## config.mk

```make
export PLATFORM = sky130hd
export DESIGN_NAME = lfe_table
export DESIGN_NICKNAME = d
export VERILOG_FILES = /design/src/sv/lfe_pkg.sv /design/src/sv/lfe_table.sv
export SDC_FILE = /design/constraint.sdc
export NUM_CORES = 2
export LEC_CHECK = 0
export BUFFER_PORTS_ARGS = -buffer_cell sky130_fd_sc_hd__buf_2
export CORE_MARGIN = 8
export CORE_UTILIZATION = 40
export DETAILED_ROUTE_END_ITERATION = 12
export GPL_ROUTABILITY_DRIVEN = 0
export GPL_TIMING_DRIVEN = 0
export PLACE_DENSITY = 0.55
export SYNTH_ARGS = -nofsm -noshare
export SYNTH_HDL_FRONTEND = slang
export SYNTH_MEMORY_MAX_BITS = 65536
export SYNTH_SLANG_ARGS = --single-unit
```

## constraint.sdc

```tcl
create_clock -name clk -period 2.3 [get_ports clk]
set_clock_uncertainty 0.15 [all_clocks]
set_input_delay 0.23 -clock clk [delete_from_list [all_inputs] [get_ports clk]]
set_output_delay 0.23 -clock clk [all_outputs]
set_load 0.005 [all_outputs]
```

## src/sv/lfe_pkg.sv

```systemverilog
// Shared constants, codes and interface types of the LRU/FIFO evictor.
`default_nettype none

package lfe_pkg;

    localparam int ENTRIES     = 32;
    localparam int IDX_W       = $clog2(ENTRIES);
    localparam int MAX_RESULTS = 32;
    localparam int CNT_W       = $clog2(MAX_RESULTS + 1);
    localparam int SLOT_W      = 5;
    localparam int TIME_W      = 62;
    localparam int SIZE_W      = 32;
    localparam int TOTAL_W     = 37;
    localparam int FREED_W     = TOTAL_W + 1;
    localparam int IN_DATA_W   = 200;
    localparam int OUT_DATA_W  = 40;

    localparam logic [TOTAL_W-1:0] TOTAL_MAX = '1;

    localparam logic [1:0] ACT_WRITE = 2'd0;
    localparam logic [1:0] ACT_INVAL = 2'd1;
    localparam logic [1:0] ACT_EVICT = 2'd2;

    localparam logic [1:0] ST_EVICTED = 2'd0;
    localparam logic [1:0] ST_NONE    = 2'd1;
    localparam logic [1:0] ST_REFUSED = 2'd2;

    typedef struct packed {
        logic              mem_en;
        logic              valid_en;
        logic              valid_val;
        logic [IDX_W-1:0]  idx;
        logic [TIME_W-1:0] created;
        logic [TIME_W-1:0] used;
        logic [SIZE_W-1:0] size;
        logic              evictable;
    } lfe_wr_t;

    typedef struct packed {
        logic              found;
        logic [IDX_W-1:0]  idx;
        logic [SIZE_W-1:0] size;
    } lfe_best_t;

endpackage

`default_nettype wire

```

## src/sv/lfe_table.sv

```systemverilog
// Entry table: time and size memories plus valid and evictable flags.
`default_nettype none

module lfe_table
    import lfe_pkg::*;
(
    input  wire logic              clk,
    input  wire logic              rst_n,
    input  wire lfe_wr_t           wr,
    input  wire logic              rd_en,
    input  wire logic [IDX_W-1:0]  rd_addr,
    output logic      [TIME_W-1:0] rd_created,
    output logic      [TIME_W-1:0] rd_used,
    output logic      [SIZE_W-1:0] rd_size,
    input  wire logic [IDX_W-1:0]  flag_idx,
    output logic                   flag_valid,
    output logic                   flag_evictable
);

    logic [TIME_W-1:0]  mem_created [ENTRIES];
    logic [TIME_W-1:0]  mem_used    [ENTRIES];
    logic [SIZE_W-1:0]  mem_size    [ENTRIES];
    logic [ENTRIES-1:0] valid_reg;
    logic [ENTRIES-1:0] evictable_reg;

    always_ff @(posedge clk)
    begin
        if (wr.mem_en)
        begin
            mem_created[wr.idx] <= wr.created;
            mem_used[wr.idx]    <= wr.used;
            mem_size[wr.idx]    <= wr.size;
            evictable_reg[wr.idx] <= wr.evictable;
        end
        if (rd_en)
        begin
            rd_created <= mem_created[rd_addr];
            rd_used    <= mem_used[rd_addr];
            rd_size    <= mem_size[rd_addr];
        end
    end

    always_ff @(posedge clk or negedge rst_n)
    begin
        if (!rst_n)
        begin
            valid_reg <= '0;
        end
        else if (wr.valid_en)
        begin
            valid_reg[wr.idx] <= wr.valid_val;
        end
    end

    assign flag_valid     = valid_reg[flag_idx];
    assign flag_evictable = evictable_reg[flag_idx];

endmodule

`default_nettype wire

```

-- Yosys cells after proc, flatten, opt, wreduce, memory -nomap -nowiden
Memory sizes are Yosys's and may differ from the RTL's. A register that Yosys moved wholly into a read port is not among the register bits.
Cells that the tools add are included.
- register bits: 64
- RAM bits: 4992
- bits of input ports: 178
- output and inout port bits: 158
- logic and storage cells: 19
- memories kept: 3
- $lt $le $gt $ge: 3
- muxes and demuxes: 10
- reduce and logical (&&, ||, !) cells: 1
- memory list (memory ; depth ; width ; rd ports ; clocked after memory_dff ; wr ports ; line ; text):
    mem_created ; 32 ; 62 ; 1 ; 1 ; 1 ; lfe_table.sv:20 ; logic [TIME_W-1:0] mem_created [ENTRIES];
    mem_used ; 32 ; 62 ; 1 ; 1 ; 1 ; lfe_table.sv:21 ; logic [TIME_W-1:0] mem_used [ENTRIES];
    mem_size ; 32 ; 32 ; 1 ; 1 ; 1 ; lfe_table.sv:22 ; logic [SIZE_W-1:0] mem_size [ENTRIES];
- operators by type and width (kind ; number):
    bitwise mux 32 bit ; 2
    < comparator 5 x 6 -> 1 bit (second input constant) ; 2
    binary-select mux 1 bit (select 5 bit) ; 2
    demux 1 bit (select 5 bit) ; 1
    >= comparator 5 x 1 -> 1 bit (second input constant) ; 1
    two-way mux 1 bit ; 5
    logical AND 1 bit ; 1

-- Logic depth before layout (Yosys ltp)
- depth in word-level cells: 5
- depth in mapped cells: 9
- depth with buffers taken out: 5

-- Least setup slack after synthesis
OpenSTA, ideal clock, no wires.
- kind: in2reg
- start: input port wr[158] (netlist bit)
- end: register evictable_reg[12], enable pin
- library setup time: 0.677 ns
- arrival time: 7.559 ns
- required time: 1.473 ns
- setup slack: -6.085 ns
- stages on the path: 4
- path buffers: 2
- path through: clkbuf_1 > or3b_2 > clkbuf_1 > nor2_1
- RTL lines (what ; line ; text):
    from (decl) ; lfe_table.sv:9 ; input wire lfe_wr_t wr,
    to (signal, indexed assignment) ; lfe_table.sv:33 ; evictable_reg[wr.idx] <= wr.evictable;
    to (decl) ; lfe_table.sv:24 ; logic [ENTRIES-1:0] evictable_reg;

-- Final worst setup path
- start: register evictable_reg[29]
- end: output port flag_evictable
- cells in the longest elaborated chain, start to end: 2
- RTL lines (what ; line ; text):
    binary-select mux 1 bit (select 5 bit) ; lfe_table.sv:56 ; assign flag_evictable = evictable_reg[flag_idx];
    two-way mux 1 bit (not written as such) ; lfe_table.sv:56 ;
    to (decl) ; lfe_table.sv:17 ; output logic flag_evictable
Every way passes these cells. The select of a mux whose other input is x is not followed.

==> results.sh <==
export IMPL_place_area_mm2=0.212
export IMPL_final_max_slew_viol_count=0
export IMPL_crit_buf_inv=1
export IMPL_critPathSlowestCell="edfxtp_1"
export IMPL_finalHoldViolCount=0
export IMPL_clkSinkCount=5212
export IMPL_grt_max_degree=70
export IMPL_grt_pass1_wl_um=756000
export IMPL_worstRegToRegCells=3
export IMPL_p_leak_nw=74.4
export IMPL_die_w_um=717
export IMPL_cts_tree="built"
export IMPL_syn_nets=8696
export IMPL_async_flop_share_pct=0.614
export IMPL_cpPeakStageDelay_ns=0.35
export IMPL_initial_utilization_pct=40.1
export IMPL_routed_wl_um=546000
export IMPL_reg2reg_to="rd_size[26]$_DFFE_PP_"
export IMPL_drive_gt1_share_pct=29.0
export IMPL_core_mm2=0.489
export IMPL_status="finished with violations"
export IMPL_maxCapViolCount=0
export IMPL_worstSkewPairLatency_ns=1.06
export IMPL_hold_start="wr[159]"
export IMPL_cts_buffers=554
export IMPL_synth_flop_cell="edfxtp_1"
export IMPL_ios=336
export IMPL_dp_hpwl_um=367000
export IMPL_syn_avg_cell_area_um2=23.0
export IMPL_layout_min_cycle_time_ns=2.75
export IMPL_final_period_utilization_pct=120
export IMPL_ant_nets=0
export IMPL_synth_top_cell_area_share_pct=79.2
export IMPL_cp_top_family="compound AO/OA/AOI/OAI gates"
export IMPL_drc=0
export IMPL_max_clock_path_buffers=4
export IMPL_power_density_mw_per_mm2=870
export IMPL_synthTopCellsByArea="edfxtp_1 (79%), mux4_2 (12%), mux2i_1 (2.6%)"
export IMPL_yosysMostFrequentCell="edfxtp_1"
export IMPL_postLayoutCellArea_mm2=0.233
export IMPL_grt_antenna_before_repair=88
export IMPL_critPathLaunch="evictable_reg[29]$_DFFE_PP_"
export IMPL_synthCells=8518
export IMPL_grt_overflow=0
export IMPL_grtUsageTotal_pct=20.8
export IMPL_dr_total_vias=95300
export IMPL_die_h_um=717
export IMPL_timing_critical_path_required_ns=1.92
export IMPL_whs_endpoint="mem_created[31][17]$_DFFE_PP_"
export IMPL_holdPathStages=4
export IMPL_drt_iter0_drc=10700
export IMPL_tightest_slew_ns=1.18
export IMPL_via_per_inst=5.65
export IMPL_setup_viol=54
export IMPL_crit_chain="mux2_4, o2bb2ai_4, nor3_2, a31oi_1, o311ai_2, buf_2"
export IMPL_yosysSeqAreaShare_pct=79.7
export IMPL_fin_ws_ns=-0.455
export IMPL_slew_headroom_pct=21.3
export IMPL_top_regs="mem_created (1984), mem_used (1984), mem_size (1024)"
export IMPL_cts_htree_levels=6
export IMPL_ys_types=41
export IMPL_cp_max_fo=1
export IMPL_holdCritPathClass="in2reg"
export IMPL_clkTransAtPathRegs_ns=0.06
export IMPL_rows=257
export IMPL_fmax_mhz=363
export IMPL_placed_cells=15600
export IMPL_routedWlPerCell_um=32.3
export IMPL_root_buffer="clkbuf_16"
export IMPL_syn_area_mm2=0.196
export IMPL_r2r_slack_ns=0.19
export IMPL_port_buffers=326
export IMPL_grt_pass1_vias=98600
export IMPL_synth_edf_count=5180
export IMPL_violations="setup timing"
export IMPL_reg2reg_from="mem_size[5][26]$_DFFE_PP_"
export IMPL_yosys_top_cells_count="edfxtp_1 (5180), mux4_2 (1004), mux2i_1 (514)"
export IMPL_first_pass_iters=6
export IMPL_ys_warn_count=0
export IMPL_endpoint_kind="output port"
export IMPL_die_area_mm2=0.513
export IMPL_fillCellCount=39800
export IMPL_fin_nets=10100
export IMPL_ir_drop_uv=816
export IMPL_syn2layout_area_growth_pct=18.6
export IMPL_crit_type="reg2out"
export IMPL_cp_arrival_ns=2.37
export IMPL_ys_ff_latch=5212
export IMPL_fin_cells=16900
export IMPL_synth_top_cell_by_area="edfxtp_1"
export IMPL_grt_setup_unrepaired="yes"
export IMPL_startpoint_type="register"
layout by cell type (no fill, tap or decap), types with 109 or more instances in the layout:
cell	netlist	layout
mux4_2	1004	1004
clkbuf_16	0	574
a22oi_1	372	372
mux2i_1	514	512
edfxtp_1	5180	5180
buf_12	1	235
buf_2	193	486
nand3_1	128	126
clkbuf_1	174	228
dlygate4sd3_1	0	218
clkinv_1	0	109
o22ai_1	285	284
where the power goes:
| group | switching [mW] | internal (mW) | total (mW) |
|---|---|---|---|
| Combinational | 6.64 | 3.94 | 10.6 |
| Clock | 36.1 | 49.4 | 85.4 |
| Sequential | 0.407 | 106 | 106 |
cell families after synthesis:
kind of cell | synth area share [%]
flops | 79.7
compound gates | 2.94
mux | 14.3
simple gates | 1.66
buf+inv | 1.40
through the flow:
stage                     setup WS [ns]  hold WS [ns]  utilization, %  power, mW  TNS [ns]
after floorplan                   -1.74        -0.216               -        114  -8564.84
after global placement            -5.63         0.148            42.2        118         -
after detailed placement          -2.86         0.168            43.4        119  -3174.67
after CTS                        -0.538        -0.267            47.5        204   -142.72
after global routing             -0.559        0.0572            47.6        208     -1.28
final                            -0.455        0.0606            47.6        202     -2.18
worst max-delay path by stage:
stage                                          endpoint  slack [ns]  cells past startpoint
after global routing                     flag_evictable       -0.56                      6
after global placement    mem_created[22][37]$_DFFE_PP_       -5.63                      3
final                                    flag_evictable       -0.45                      6
after detailed placement          rd_used[59]$_DFFE_PP_       -2.86                      7
after floorplan             evictable_reg[10]$_DFFE_PP_       -1.74                      3
after CTS                                flag_evictable       -0.54                      6
cell type report:
class / instances / area (µm²) / area share (%)
diodes: 33 / 82.6 / 0.0355
plain buffers: 487 / 3050 / 1.31
clock buffers: 699 / 14800 / 6.38
clock inverters: 285 / 2350 / 1.01
multi-input cells: 2816 / 37900 / 16.3
flip-flops and latches: 5212 / 156000 / 67.2
well taps: 6475 / 8100 / 3.48
repair buffers: 867 / 10100 / 4.35
routing by layer:
layer | track usage (%) | part of all wire (%) | wire length [µm] | vias to the layer above
met5 | 0 | 0.042 | 231 | -
met4 | 5.95 | 3.1 | 17100 | 36
met3 | 3.61 | 6.9 | 37500 | 829
met2 | 36.1 | 51 | 276000 | 3547
met1 | 26.9 | 39 | 215000 | 51400
li1 | - | - | - | 39500
worst min-delay path, stage by stage:
cell      delay, ns
clkbuf_1       0.16
nand3_1        0.35
nor2_4         0.17
buf_12         0.17
what timing repair did:
item / 4_1_cts / 5_1_grt
hold buffers: 222 / 4
pin swaps: 29 / 11
setup buffers: 13 / 25
endpoints found under the hold margin: 5476 / 384
endpoints found under the setup margin: 518 / 1062
gates resized for setup: 167 / 53
Note: power is estimated with default switching activity, not from simulation.
