`src/sv/lfe_pkg.sv`:
```
// Shared constants, codes and interface types of the LRU/FIFO evictor.
`default_nettype none

package lfe_pkg;

    localparam int ENTRIES     = 32;
    localparam int IDX_W       = $clog2(ENTRIES);
    localparam int MAX_RESULTS = 32;
    localparam int CNT_W       = $clog2(MAX_RESULTS + 1);
    localparam int SLOT_W      = 5;
    localparam int TIME_W      = 62;
    localparam int SIZE_W      = 32;
    localparam int TOTAL_W     = 37;
    localparam int FREED_W     = TOTAL_W + 1;
    localparam int IN_DATA_W   = 200;
    localparam int OUT_DATA_W  = 40;

    localparam logic [TOTAL_W-1:0] TOTAL_MAX = '1;

    localparam logic [1:0] ACT_WRITE = 2'd0;
    localparam logic [1:0] ACT_INVAL = 2'd1;
    localparam logic [1:0] ACT_EVICT = 2'd2;

    localparam logic [1:0] ST_EVICTED = 2'd0;
    localparam logic [1:0] ST_NONE    = 2'd1;
    localparam logic [1:0] ST_REFUSED = 2'd2;

    typedef struct packed {
        logic              mem_en;
        logic              valid_en;
        logic              valid_val;
        logic [IDX_W-1:0]  idx;
        logic [TIME_W-1:0] created;
        logic [TIME_W-1:0] used;
        logic [SIZE_W-1:0] size;
        logic              evictable;
    } lfe_wr_t;

    typedef struct packed {
        logic              found;
        logic [IDX_W-1:0]  idx;
        logic [SIZE_W-1:0] size;
    } lfe_best_t;

endpackage

`default_nettype wire

```
`src/sv/lfe_cmp.sv`:
```
// Shared key comparator that tracks the oldest candidate of one table scan.
`default_nettype none

module lfe_cmp
    import lfe_pkg::*;
(
    input  wire logic              clk,
    input  wire logic              rst_n,
    input  wire logic              clear,
    input  wire logic              en,
    input  wire logic              ok,
    input  wire logic [IDX_W-1:0]  idx,
    input  wire logic [TIME_W-1:0] key,
    input  wire logic [SIZE_W-1:0] size,
    output lfe_best_t              best
);

    logic              found_reg;
    logic [IDX_W-1:0]  idx_reg;
    logic [TIME_W-1:0] key_reg;
    logic [SIZE_W-1:0] size_reg;
    logic              take;

    // Strictly older wins, so the lowest slot keeps a tie on an ascending scan.
    assign take = en && ok && (!found_reg || (key < key_reg));

    always_ff @(posedge clk or negedge rst_n)
    begin
        if (!rst_n)
        begin
            found_reg <= 1'b0;
        end
        else if (clear)
        begin
            found_reg <= 1'b0;
        end
        else if (take)
        begin
            found_reg <= 1'b1;
        end
    end

    always_ff @(posedge clk)
    begin
        if (take && !clear)
        begin
            idx_reg  <= idx;
            key_reg  <= key;
            size_reg <= size;
        end
    end

    assign best.found = found_reg;
    assign best.idx   = idx_reg;
    assign best.size  = size_reg;

endmodule

`default_nettype wire

```
`config.mk`:
```
export PLATFORM = sky130hd
export DESIGN_NAME = lfe_cmp
export DESIGN_NICKNAME = d
export VERILOG_FILES = /design/src/sv/lfe_pkg.sv /design/src/sv/lfe_cmp.sv
export SDC_FILE = /design/constraint.sdc
export NUM_CORES = 1
export LEC_CHECK = 0
export ABC_AREA = 1
export BUFFER_PORTS_ARGS = -buffer_cell sky130_fd_sc_hd__buf_2
export CAP_MARGIN = 20
export CORE_ASPECT_RATIO = 1.25
export CORE_MARGIN = 2
export CORE_UTILIZATION = 31
export DETAILED_ROUTE_END_ITERATION = 8
export PLACE_DENSITY_LB_ADDON = 0.1
export SYNTH_ARGS = -nofsm -noshare
export SYNTH_HDL_FRONTEND = slang
export SYNTH_SLANG_ARGS = --single-unit
```
`constraint.sdc`:
```
create_clock -name clk -period 8 [get_ports clk]
set_input_delay 0.4 -clock clk [delete_from_list [all_inputs] [get_ports clk]]
set_output_delay 0.4 -clock clk [all_outputs]
set_load 0.01 [all_outputs]
```
Word-level counts from Yosys, hierarchy flattened
Cells that the tools add are included.
Operators by class
  magnitude comparators: 1
  reductions and logical operators: 7
  mux-type cells: 2
Operator list (count)
  62-bit < comparator: 1
  1-bit logical AND: 3
  1-bit logical NOT: 2
  1-bit 2-to-1 mux: 2
  2-bit nonzero test: 1
  1-bit logical OR: 1
Storage, ports and cells
  output and inout port bits: 38
  input port bits: 104
  word-level logic and storage cells: 14
  flip-flop bits (word level): 100

Longest topological paths before layout
Gate-level depths: netlist of the first run.
  depth in word-level cells: 5
  mapped depth: 13
  gate-level depth less buffers: 13

Worst setup path after synthesis of the first run
No wires, ideal clock.
  path kind: in2reg
  from: in key[57]
  to: reg idx_reg[0] (enable)
  data required time: 7.508 ns
  stages: 11
  path buffers: 0
  arrival: 4.145 ns
  setup time: 0.492 ns
  slack: 3.362 ns
  cell sequence: ha_1 nand2_2 nor2_1 and2_4 nand2_4 inv_2 o21ai_2 nand2_1 nor2_1 nand2_1 a21oi_2
On the way
  cells in the longest elaborated chain, start to end: 4
RTL lines
  from (decl): line lfe_cmp.sv:13  | input wire logic [TIME_W-1:0] key,
  62-bit < comparator: line lfe_cmp.sv:25  | assign take = en && ok && (!found_reg || (key < key_reg));
  1-bit logical OR: line lfe_cmp.sv:25
  1-bit logical AND: line lfe_cmp.sv:25
  1-bit logical AND: line lfe_cmp.sv:45  | if (take && !clear)
  to (signal assigned): line lfe_cmp.sv:47  | idx_reg <= idx;
  to (decl): line lfe_cmp.sv:19  | logic [IDX_W-1:0] idx_reg;
Every way passes these cells.
A chain may end at the register's enable or synchronous reset.

Worst setup path in the final report of the first run
  from: reg key_reg[45]
  to: reg size_reg[27] (enable)
On the way
  cells in the longest elaborated chain, start to end: 4
RTL lines
  from (decl): line lfe_cmp.sv:20  | logic [TIME_W-1:0] key_reg;
  from (signal assigned): line lfe_cmp.sv:48  | key_reg <= key;
  62-bit < comparator: line lfe_cmp.sv:25
  1-bit logical OR: line lfe_cmp.sv:25
  1-bit logical AND: line lfe_cmp.sv:25
  1-bit logical AND: line lfe_cmp.sv:45
  to (signal assigned): line lfe_cmp.sv:49  | size_reg <= size;
  to (decl): line lfe_cmp.sv:21  | logic [SIZE_W-1:0] size_reg;
Every way passes these cells.

==> run metrics, run 1 <==
Worst Setup Start Kind=flip-flop; Post-Synth Simple-Gate Area=9.03%; initial antenna violation count=0; gpl congestion=0.742; clk_skew=0.0111 ns; Slew HR=55.8%; worst vdd ir=0.0796 mV; post-synthesis xor/xnor area fraction=0%; Max Root-Sink Buffers=2; synth-to-layout area growth=26.8%; largest area contributor in the netlist=edfxtp_1; global-route wire length before repair=around 14000 um; Overflow after GRT=0; Sequential Power Share=~53%; htree depth=3; Die ar.=16200 sq um; register area share after synthesis=a little under two thirds; largest net degree at the start of global routing=a little over 50; detailed-route DRC error count=0; final worst path period share=30.7%; Final Max Tran Viols=0; maximum fanout along the worst path=50; ant diodes=0; multiplexer share of the synthesized area=0%; cts bufs inserted=9; pre-CTS WS=about 5.3 ns; outcome=finished clean; CTS Sinks=100; Post-CTS Resized=0; Power Dens Cells=191 nW/um^2; total vias in the final route=3091; top cells by area, synth=edfxtp_1 63%, ha_1 16%, inv_1 6.6%; WL met1=between 4000 and 5000 um; Max Fclk=just over 400 MHz; cell area after synthesis=roughly 4700 sq um; Fin. Hold Viols=0; CP Capture Type=flip-flop; Max-Cap Viols=0; Pre-antenna DRT Iters=6; Tmin final=2.45 ns; nets=between 700 and 800; Comb power frac=under 10%; RSZ-0062 raised after global routing=no; largest family of logic cells by synthesized area=adder cells; syn_nets=549; Seq cells post-synth=100; Core Box Area=15000 sq um; Avg Synthesized Cell Area=roughly 12 sq um; CTS Root Buffer Type=clkbuf_16; dpl hpwl=~6800 um; Crit path required time=around 8.0 ns; Die H=roughly 140 um; Synth Area in Compound Gates=around 4.3%; Syn Inst Count=roughly 380; row count=50; via/cell ratio=around 4.3; starting density of the core=between 30% and 40%; final WL=8880 um; Fill cells=between 1000 and 1500; worst hold slack=0.217 ns; PortBufs=between 100 and 150; setup TNS=0 ns; arrival time of the worst setup path=~2.4 ns; die width=between 100 and 150 um; worst-margin pin slew=0.663 ns; Yosys top cell area share=a little over three fifths; hold depth=1; Clk Latency, worst-skew pair=approximately 0.35 ns; Hold WC Path Type=in -> reg; Detailed Route Iter0 Violations=around 120; max reg flops=between 60 and 70; vias in the first global route=~2900; layout cells sized above 1=between 30 and 40%; Top Metal Used=met4; Met3 Routed Length=between 600 and 700 um; Final WS setup=approximately 5.5 ns; routed len/inst=roughly 12 um; Switching Power=between 200 and 300 uW; Ports=between 100 and 150; Synth cell types=23; Adder-Cell Fraction of Synth Area=roughly 16%; DR WL met2=roughly 3900 um; P_int=between 800 and 900 uW; TritonCTS clock tree=done; leak pwr=approximately 0.0029 uW; Reg clk slew, reported paths=0.08 ns; post-CTS setup buffer count=0; clock share of power=38.8%; final antenna-violating net count=0; Reg2Reg Depth=10; total track usage=approximately 11%; Sw Ratio=approximately a quarter; CP Class=reg -> reg; # setup viols final=0; Synth warnings=0
cell usage in the layout (no fill, tap or decap), types with 2 or more instances in the layout:
cell type and count:
a21o_1 2, a21oi_1 23, buf_2 141, buf_4 2, clkbuf_16 9, edfxtp_1 99
ha_1 61, inv_1 83, inv_6 2, inv_8 3, nand2_1 71, nand3_1 2
nand4_1 5, nor2_1 16, nor2_2 3, o21a_1 2, o21ai_0 6
per-stage QoR:
step                utilization (%)  cells  area (sq um)  power (uW)
CTS                            39.9    725          5970        1160
global route                   39.9    725          5970        1190
detailed placement             37.8    708          5660         711
floorplan                         -    384          4710         662
finish                         39.9    725          5970        1140
global placement               37.8    708          5660         709
worst max-delay path, cell delays in order, from the launching register on:
cell	delay, ns
edfxtp_1	0.36
inv_1	0.07
ha_1	0.23
a21oi_1	0.15
o21ai_0	0.16
o21ai_2	0.17
nand2_1	0.06
nor2_1	0.10
nand2_1	0.09
a21oi_4	0.13
buf_4	0.55
synthesized netlist by cell type (all sizes together):
master / number
a21boi: 1
a21o: 2
a21oi: 24
and2: 1
buf: 1
dfrtp: 1
edfxtp: 99
ha: 61
inv: 84
nand2: 73
nand3: 2
nand3b: 1
nand4: 5
nor2: 19
nor3: 1
o21a: 2
o21ai: 7
final timing paths:
path | slack [ns] | startpoint | to
min reg2reg | 0.62 | found_reg | found_reg
max | 5.55 | key_reg[45] | size_reg[27]
min | 0.22 | size[0] | size_reg[0]
max reg2reg | 5.55 | key_reg[45] | size_reg[27]
min in group asynchronous | 0.35 | rst_n | found_reg
max in group asynchronous | 7.56 | rst_n | found_reg
cell type report:
cell class | instances | area, sq um | area share (%)
timing repair buffer | 144 | 731 | 12.2
sequential | 100 | 3000 | 50.2
clock buffer | 9 | 225 | 3.77
clock inverter | 7 | 76.3 | 1.28
tap | 182 | 228 | 3.81
multi-input combinational | 199 | 1400 | 23.4
inverter | 84 | 315 | 5.28
power by group through the flow:
| stage | Clock, uW | Sequential [uW] | Combinational (uW) |
|---|---|---|---|
| floorplan | 0 | 614 | 48.3 |
| global placement | 0 | 610 | 99.2 |
| detailed placement | 0 | 610 | 101 |
| CTS | 460 | 598 | 102 |
| global route | 474 | 600 | 117 |
| finish | 441 | 598 | 99.1 |
per-layer routing:
layer  GRT usage, %  vias up
met5              0        -
met4           6.61        0
met3           2.99       14
met1           14.8     1379
met2           16.8       95
li1               -     1603
cells by family after synthesis:
| family | count (synthesis) |
|---|---|
| flops | 100 |
| fa+ha+maj | 61 |
| compound gates | 36 |
| simple gates | 102 |
| buf+inv | 85 |
repair_timing:
action	in CTS	in global routing
setup endpoints to repair	0	0
endpoints found under the hold margin	1	0
hold buffers	1	0
Note: power is estimated with default switching activity, not from simulation.
==> inputs of run 2 (changes only) <==
clock period = 2.32 ns   (was 8 ns; I/O delays follow)
==> run metrics, run 2 (same netlist as run 1, synthesis figures left out) <==
starting density of the core=31.5% (unchanged); CTS Sinks=100 (unchanged); Pre-antenna DRT Iters=4 (was 6); final antenna-violating net count=0 (unchanged); arrival time of the worst setup path=2.29 ns (was 2.44 ns); crit-path most repeated cell=nand2_1 (unchanged); leak pwr=0.00340 uW (was 0.00287 uW); Switching Power=997 uW (was 276 uW); row count=50 (unchanged); placed instance area=5710 sq um (was 5660 sq um); Die ar.=16200 sq um (unchanged); Fill cells=1352 (was 1487); Max stage delay cell, worst path=dlygate4sd3_1 (was buf_4); via/cell ratio=4.25 (was 4.26); critical path cell sequence=dlygate4sd3_1, buf_2, ha_1, a21oi_2, o21a_1, nand2_1, nand2_1, nand2_1, nor2_1, nand2_2, a21oi_4, buf_8, clkbuf_16 (was inv_1, ha_1, a21oi_1, o21ai_0, o21ai_2, nand2_1, nor2_1, nand2_1, a21oi_4, buf_4); PortBufs=141 (unchanged); htree depth=3 (unchanged); maximum fanout along the worst path=8 (was 50); Sw Ratio=24.2% (about the same); P_int=3130 uW (was 862 uW); Slew HR=85.3% (was 55.8%); CP Capture Type=flip-flop (unchanged); total vias in the final route=3557 (was 3091); routed len/inst=12.7 um (was 12.2 um); total track usage=12.4% (was 11.3%); Crit path required time=2.39 ns (was 7.99 ns); Overflow after GRT=0 (unchanged); CP Class=in -> reg (was reg -> reg); TritonCTS clock tree=done (unchanged); Cells after DPL=710 (was 708); layout cells sized above 1=34.5% (was 30.9%); commonest non-fill, non-tap cells in the layout=140 x buf_2, 101 x dlygate4sd3_1, 99 x edfxtp_1 (was 141 x buf_2, 99 x edfxtp_1, 83 x inv_1); Tmin final=2.21 ns; final worst path period share=95.5%; Fin. Hold Viols=0 (unchanged); most common cell after layout, fill and taps aside=buf_2 (unchanged); final WL=10600 um (was 8880 um); global-route wire length before repair=15400 um (was 13900 um); post-layout util=50.2% (was 39.9%); worst vdd ir=0.280 mV (was 0.0796 mV); Final Max Tran Viols=0 (unchanged); outcome=finished clean (unchanged); # setup viols final=0 (unchanged); synth-to-layout area growth=59.4% (was 26.8%); Clk Latency, worst-skew pair=0.36 ns (was 0.35 ns); dpl hpwl=7050 um (was 6780 um); Die H=142 um (unchanged); clk_skew=0.00993 ns (was 0.0111 ns); die width=114 um (unchanged); Max Root-Sink Buffers=2 (unchanged); Max Fclk=452 MHz; worst hold slack=0.0550 ns (was 0.217 ns); post-route cell area=7510 sq um (was 5970 sq um); detailed-route DRC error count=0 (unchanged); Worst Setup Start Kind=input pin (was flip-flop); CTS Root Buffer Type=clkbuf_16 (unchanged); Max-Cap Viols=0 (unchanged); Hold WC Path Type=in -> async (was in -> reg); vias in the first global route=3417 (was 2865); Reg clk slew, reported paths=0.07 ns (was 0.08 ns); worst-margin pin slew=0.221 ns (was 0.663 ns); max reg flops=62 (unchanged); Power Dens Cells=550 nW/um^2 (was 191 nW/um^2); Core Box Area=15000 sq um (unchanged); CP max stage delay=0.55 ns (about the same); Sequential Power Share=49.9% (was 52.5%); largest net degree at the start of global routing=38 (was 51); ant diodes=0 (unchanged); cts bufs inserted=9 (unchanged); nets=815 (was 703); gpl congestion=0.726 (was 0.742); Post-Layout Cell Count=837 (was 725); Ports=142 (unchanged); Detailed Route Iter0 Violations=142 (was 122); initial antenna violation count=0 (unchanged); Comb power frac=13.9% (was 8.7%); clock share of power=36.2% (was 38.8%)
==> run 2: cell type report <==
type	instances	area [sq um]	share of cell area (%)
Timing Repair Buffer	256	1980	26.4
Clock inverter	7	67.6	0.900
Tap cell	182	228	3.03
Sequential cell	100	3000	39.9
Clock buffer	9	225	3.00
Multi-Input combinational cell	199	1690	22.5
Inverter	84	315	4.20
==> run 2: through the flow <==
stage               setup slack [ns]  TNS (ns)  power (uW)
global placement              0.0201         0        2460
CTS                         -0.00336   -0.0345        4120
floorplan                      -1.01   -100.02        2280
global route                 -0.0658     -3.87        4320
finish                         0.105         0        4130
detailed placement           -0.0168    -0.231        2460
==> run 2: path summary, 6_finish.rpt <==
check	startpoint	endpoint	slack, ns	cells past startpoint
max in group asynchronous	rst_n	found_reg	2.18	2
min	rst_n	found_reg	0.05	2
min reg2reg	found_reg	found_reg	0.68	2
max reg2reg	key_reg[3]	key_reg[7]	0.13	15
max	key[37]	key_reg[7]	0.11	13
min in group clk	ok	found_reg	0.19	3
==> run 2: timing repair <==
item                                    4_1_cts  5_1_grt
buffers inserted                              0        2
endpoints found under the setup margin       50       98
hold buffers                                100        1
gates cloned                                  0        9
hold endpoints to repair                    101        1
gates resized for setup                       2       57
pin swaps                                     1       15
==> run 2: power by group through the flow <==
stage	registers (uW)	logic [uW]	clock network, uW
2_1_floorplan	2120	169	0
3_3_place_gp	2100	353	0
3_5_place_dp	2100	359	0
4_1_cts	2060	496	1560
5_1_grt	2070	647	1610
6_report	2060	574	1490
==> run 2: metal layers <==
metal / vias up / share of wire [%] / track usage, %
met5: - / 0 / 0
met2: 88 / 51 / 21.0
li1: 1830 / - / -
met4: 0 / 2.2 / 6.93
met1: 1623 / 43 / 14.8
met3: 16 / 4.0 / 2.22
==> run 2: worst max-delay path, delay by kind of cell <==
family                   cells  cell delay (ns)
buffers and inverters        4             1.03
AO/OA/AOI/OAI                3             0.45
AND/OR/NAND/NOR              5             0.37
adder cells (fa/ha/maj)      1             0.31
